==> src/sv/assert_macros.svh <==
// assertion macros used by the top-level rtl file
`ifndef ASSERT_MACROS_SVH
`define ASSERT_MACROS_SVH

// checked on every rising clock edge while out of reset
`define ASSERT_CLKD(label, prop, msg) \
  label: assert property (@(posedge clk_i) disable iff (!rst_ni) prop) else $error(msg);

// checked on every rising clock edge, reset included
`define ASSERT_ALWAYS(label, prop, msg) \
  label: assert property (@(posedge clk_i) prop) else $error(msg);

`endif

==> src/sv/scqva_pkg.sv <==
// types, constants and codes of the sound command queue and voice allocator
`timescale 1ns / 1ps
package scqva_pkg;

  localparam int QUEUE_DEPTH  = 64;
  localparam int SAMPLE_COUNT = 128;
  localparam int VOICE_COUNT  = 23;

  localparam int QAW = (QUEUE_DEPTH > 1) ? $clog2(QUEUE_DEPTH) : 1;
  localparam int SAW = (SAMPLE_COUNT > 1) ? $clog2(SAMPLE_COUNT) : 1;
  localparam int VAW = (VOICE_COUNT > 1) ? $clog2(VOICE_COUNT) : 1;

  // input kinds
  localparam logic [2:0] KIND_PLAY   = 3'd0;
  localparam logic [2:0] KIND_PITCH  = 3'd1;
  localparam logic [2:0] KIND_VOLUME = 3'd2;
  localparam logic [2:0] KIND_STOP   = 3'd3;
  localparam logic [2:0] KIND_TICK   = 3'd4;

  // result actions
  localparam logic [3:0] ACT_NONE      = 4'd0;
  localparam logic [3:0] ACT_QUEUED    = 4'd1;
  localparam logic [3:0] ACT_DROPPED   = 4'd2;
  localparam logic [3:0] ACT_START     = 4'd3;
  localparam logic [3:0] ACT_PITCH     = 4'd4;
  localparam logic [3:0] ACT_VOLUME    = 4'd5;
  localparam logic [3:0] ACT_KEY_OFF   = 4'd6;
  localparam logic [3:0] ACT_THROTTLED = 4'd7;
  localparam logic [3:0] ACT_NO_VOICE  = 4'd8;

  localparam logic [6:0]  PITCH_VOICE_MAX = 7'd23;
  localparam logic [6:0]  LEVEL_VOICE_MAX = 7'd99;
  localparam logic [31:0] THROTTLE_FRAMES = 32'd2;
  localparam logic [7:0]  THROTTLE_REPLY  = 8'd254;
  localparam logic [7:0]  GLOBAL_VOL_RST  = 8'd100;

  // floor(x / 100) = (x * PCT_RECIP) >> PCT_SHIFT, exact for x < 2^22
  localparam logic [22:0] PCT_RECIP = 23'd5368710;
  localparam int          PCT_SHIFT = 29;

  typedef struct packed {
    logic [2:0]  kind;
    logic [6:0]  target;
    logic [13:0] volume;
    logic [13:0] pitch;
    logic        want_reply;
    logic [7:0]  reply_tag;
    logic [22:0] voice_busy;
  } cmd_t;

  typedef struct packed {
    logic [3:0]  action;
    logic [6:0]  voice;
    logic [6:0]  sample;
    logic [15:0] left_volume;
    logic [15:0] right_volume;
    logic [13:0] voice_pitch;
    logic        reply_valid;
    logic [7:0]  reply_id;
    logic [7:0]  reply_value;
  } res_t;

  // one queued command
  typedef struct packed {
    logic [1:0]  kind;
    logic [6:0]  target;
    logic [13:0] volume;
    logic [13:0] pitch;
    logic        want_reply;
    logic [7:0]  tag;
  } entry_t;

  localparam int ENTRY_W = $bits(entry_t);

  typedef enum logic [1:0] {
    ST_IDLE,
    ST_HEAD,
    ST_SCALE,
    ST_EVAL
  } state_e;

  // controller to datapath
  typedef struct packed {
    logic in_ready;
    logic accept;
    logic load_imm;
    logic head_rd;
    logic lpf_rd;
    logic scale;
    logic eval;
  } ctrl_t;

  // datapath to controller
  typedef struct packed {
    logic head_needed;
    logic out_free;
  } stat_t;

endpackage

==> src/sv/scqva_ctrl.sv <==
// sequencing state machine for queue pushes and frame tick head handling
`timescale 1ns / 1ps
module scqva_ctrl (
  input  logic            clk_i,
  input  logic            rst_ni,
  input  logic            in_valid_i,
  input  scqva_pkg::stat_t stat_i,
  output scqva_pkg::ctrl_t ctrl_o
);
  import scqva_pkg::*;

  state_e state_q, state_d;

  always_ff @(posedge clk_i or negedge rst_ni) begin
    if (!rst_ni) begin
      state_q <= ST_IDLE;
    end else begin
      state_q <= state_d;
    end
  end

  always_comb begin
    state_d = state_q;
    unique case (state_q)
      ST_IDLE: begin
        if (in_valid_i && stat_i.out_free && stat_i.head_needed) begin
          state_d = ST_HEAD;
        end
      end
      ST_HEAD:  state_d = ST_SCALE;
      ST_SCALE: state_d = ST_EVAL;
      ST_EVAL: begin
        if (stat_i.out_free) begin
          state_d = ST_IDLE;
        end
      end
      default: state_d = ST_IDLE;
    endcase
  end

  always_comb begin
    ctrl_o = '0;
    unique case (state_q)
      ST_IDLE: begin
        ctrl_o.in_ready = stat_i.out_free;
        ctrl_o.accept   = in_valid_i && stat_i.out_free;
        ctrl_o.head_rd  = ctrl_o.accept && stat_i.head_needed;
        ctrl_o.load_imm = ctrl_o.accept && !stat_i.head_needed;
      end
      ST_HEAD:  ctrl_o.lpf_rd = 1'b1;
      ST_SCALE: ctrl_o.scale = 1'b1;
      ST_EVAL:  ctrl_o.eval = stat_i.out_free;
      default:  ctrl_o = '0;
    endcase
  end
endmodule

==> config.mk <==
export PLATFORM = sky130hd
export DESIGN_NAME = scqva_ctrl
export DESIGN_NICKNAME = d
export VERILOG_FILES = /design/src/sv/assert_macros.svh /design/src/sv/scqva_pkg.sv /design/src/sv/scqva_ctrl.sv
export SDC_FILE = /design/constraint.sdc
export NUM_CORES = 1
export LEC_CHECK = 0
export BUFFER_PORTS_ARGS = -buffer_cell sky130_fd_sc_hd__buf_2
export CAP_MARGIN = 5
export CORE_AREA = 2 2 39 41
export CTS_CLUSTER_DIAMETER = 30
export DETAILED_ROUTE_END_ITERATION = 16
export DIE_AREA = 0 0 41 43
export HOLD_SLACK_MARGIN = 0.05
export SLEW_MARGIN = 20
export SYNTH_ARGS = -nofsm -noshare
export SYNTH_HDL_FRONTEND = slang
export SYNTH_SLANG_ARGS = --single-unit
==> constraint.sdc <==
create_clock -name clk_i -period 1.6 [get_ports clk_i]
set_clock_uncertainty 0.1 [all_clocks]
set_input_delay 0.08 -clock clk_i [delete_from_list [all_inputs] [get_ports clk_i]]
set_output_delay 0.08 -clock clk_i [all_outputs]
set_load 0.005 [all_outputs]
==> results.py <==
metrics = {
    "grt": {
        "grt_start_max_net_pins": 6,
        "grt_pass1_wl_um": 565,
        "via_count_of_the_first_global_routing_pass": 158,
        "grt_antenna_before_repair": 0,
        "groute.usage.overall_pct": 5.22,
        "global_route.overflow_total": 0,
    },
    "placed_design": {
        "detailedPlace.worstSlack_ps": 135,
        "gp_congestion": 0.648,
        "numPortBuffers": 11,
        "dp.cells": 47,
        "dp.final_hpwl_um": 328,
    },
    "detailed_routing": {
        "vias_per_cell": 3.58,
        "total_routed_wirelength_um": 402,
        "post_detailed_route_count_of_antenna_violating_nets": 0,
        "route.detailed.drc": 0,
        "dr_total_vias": 186,
        "route.detailed.wl_per_inst_um": 7.73,
        "drtPass1Iterations": 4,
        "first_iter_violations": 2,
    },
    "timing": {
        "finalHoldViolCount": 0,
        "setup_viol": 0,
        "totalNegativeSetupSlack_ps": 0,
        "fmax_ghz": 0.659,
        "maxSlewViolCount": 0,
        "worst_pin_slew_ps": 183,
        "fin_crit_ps": 1520,
        "rsz_0062_raised_after_global_routing": "false",
        "post-route-worst-setup-slack_ps": 83.6,
        "timing.slew.headroom_pct": 87.8,
        "post_route_fraction_of_the_period_consumed_by_the_critical_path_pct": 94.8,
    },
    "yosys": {
        "synth.net_count": 30,
        "synth_seq_cells": 2,
        "postSynthCellCount": 20,
        "synth.avg_cell_area_um2": 10.3,
        "post_synth_num_cell_types": 13,
        "netlist_area_um2": 206,
        "ys_seq_area_share_pct": 24.2,
        "yosys_synthesis_warning_count": 0,
    },
    "layout": {
        "top_register": "state_q",
        "final_net_count": 48,
        "largest_register_ff_count": 2,
        "post-route-util_pct": 23.4,
        "final_common_cell": "sky130_fd_sc_hd__buf_2",
        "post_route_cells_drive_above_1_share_pct": 66.7,
        "diodes_inserted": 0,
        "most_frequent_cells_in_the_layout": "sky130_fd_sc_hd__buf_2 (11), sky130_fd_sc_hd__ha_1 (4), sky130_fd_sc_hd__clkbuf_4 (3)",
        "finalNonFillerCells": 52,
        "seqCellArea_um2": 50.0,
        "reg_top3": "state_q: 2 flops",
        "multi_input_area_um2": 151,
        "num-fill-cells": 153,
        "areaGrowthSynthToFinish_pct": 57.0,
    },
    "power": {
        "ir_worst_vdd_mv": 0.471,
        "p_per_area_mw_per_mm2": 1650,
        "design_power_total_mw": 0.536,
        "static-leakage-power_nw": 0.186,
    },
    "worst_setup_path": {
        "worstSetupStartpointType": "flop",
        "setup.worst_path.start": "state_q[1]",
        "crit-reg2reg-launch": "state_q[1]",
        "worstSetupPathType": "reg -> out",
        "critical_path_rt_ps": 1420,
        "worst-path-max-fanout": 4,
        "critical_path.endpoint_type": "output pin",
        "cp_data_arrival_time_ps": 1340,
    },
    "outcome": {
        "outcome": "complete, no violations",
    },
    "clocking": {
        "clockRootBuffer": "sky130_fd_sc_hd__clkbuf_4",
        "numCtsBuffers": 3,
        "ctsHtreeMaxLevel": 1,
        "clock_sink_count": 2,
        "cts_max_path_buffers": 2,
        "clock_latency_ps": 220,
        "tritoncts": "yes",
        "clkSlewWorstSetupHoldPaths_ps": 30,
    },
    "die": {
        "io_pins": 12,
        "dieWidth_um": 41,
        "core-area_mm2": 0.00138,
        "rows": 14,
        "die_footprint_mm2": 0.00176,
        "die_h_um": 43,
        "starting_density_of_the_core_pct": 14.9,
    },
    "job": {
        "cap_violations": 0,
    },
    "min_path": {
        "hold_path_class": "in -> async",
    },
}
==> worst paths after layout <==
path | slack [ps] | depth (start not counted) | endpoint
worst max-delay path | 80 | 5 | ctrl_o[4]
worst min-delay path | 80 | 2 | state_q[0]
worst max register to register | 120 | 4 | state_q[1]
worst min register to register | 520 | 1 | state_q[1]
max in group asynchronous | 1220 | 2 | state_q[1]
min in group clk_i | 150 | 4 | state_q[0]
==> layout make-up <==
cell class | count | share of cell area, %
inverters | 2 | 2.32
flip-flops and latches | 2 | 15.4
clock buffers | 3 | 6.95
repair buffers | 13 | 22.4
well taps | 16 | 6.18
multi-input cells | 16 | 46.7
==> power by group <==
group	switching [mW]	leakage [nW]	total (mW)	internal, mW
registers	0.0312	0.0235	0.112	0.0804
clock network	0.0250	0.0138	0.107	0.0825
logic	0.134	0.148	0.317	0.183
total	0.190	0.186	0.536	0.345
==> kinds of logic after synthesis <==
kind of cell	share of synthesized area, %
multiplexers	12.1
AND/OR/NAND/NOR	25.5
flip-flops	24.2
AO/OA/AOI/OAI	4.24
adder cells (fa/ha/maj)	30.3
buffers and inverters	3.64
==> Yosys cell counts <==
cell                      count  area share [%]
sky130_fd_sc_hd__and2_1       1             3.0
sky130_fd_sc_hd__and3_2       1             3.6
sky130_fd_sc_hd__dfrtp_1      2              24
sky130_fd_sc_hd__ha_1         5              30
sky130_fd_sc_hd__nand3_1      1             2.4
sky130_fd_sc_hd__mux2i_1      1             4.8
sky130_fd_sc_hd__o21ai_2      1             4.2
sky130_fd_sc_hd__and2_2       2             7.3
sky130_fd_sc_hd__nor2b_2      1             4.2
sky130_fd_sc_hd__mux2_4       1             7.3
sky130_fd_sc_hd__nor2_1       1             1.8
sky130_fd_sc_hd__nor2b_1      1             3.0
sky130_fd_sc_hd__inv_1        2             3.6
==> critical path, stage by stage (launching register included) <==
cell                      delay, ps
sky130_fd_sc_hd__dfrtp_1        420
sky130_fd_sc_hd__inv_2           90
sky130_fd_sc_hd__ha_2           190
sky130_fd_sc_hd__and3_2         180
sky130_fd_sc_hd__nor2b_1        120
sky130_fd_sc_hd__buf_2          110
==> through the flow <==
stage                     hold WS, ps  area, um^2
after floorplan                  -316         206
after global placement           -235         282
after detailed placement         -232         282
after CTS                        84.3         314
after global routing             83.7         324
final                            83.0         324
==> metal layers <==
metal	wire, um	GRT usage [%]	up-vias	part of all wire (%)
met5	0	0	-	0
met1	185	6.11	80	46
met3	40	4.71	0	10
met4	0	4.00	0	0
li1	-	-	97	-
met2	175	5.63	9	44
==> repair_timing <==
action | 4_1_cts | 5_1_grt
setup buffers | 0 | 1
hold buffers | 1 | 0
setup endpoints to repair | 0 | 2
hold endpoints to repair | 2 | 0
gates resized for setup | 0 | 3
Note: power is estimated with default switching activity, not from simulation.
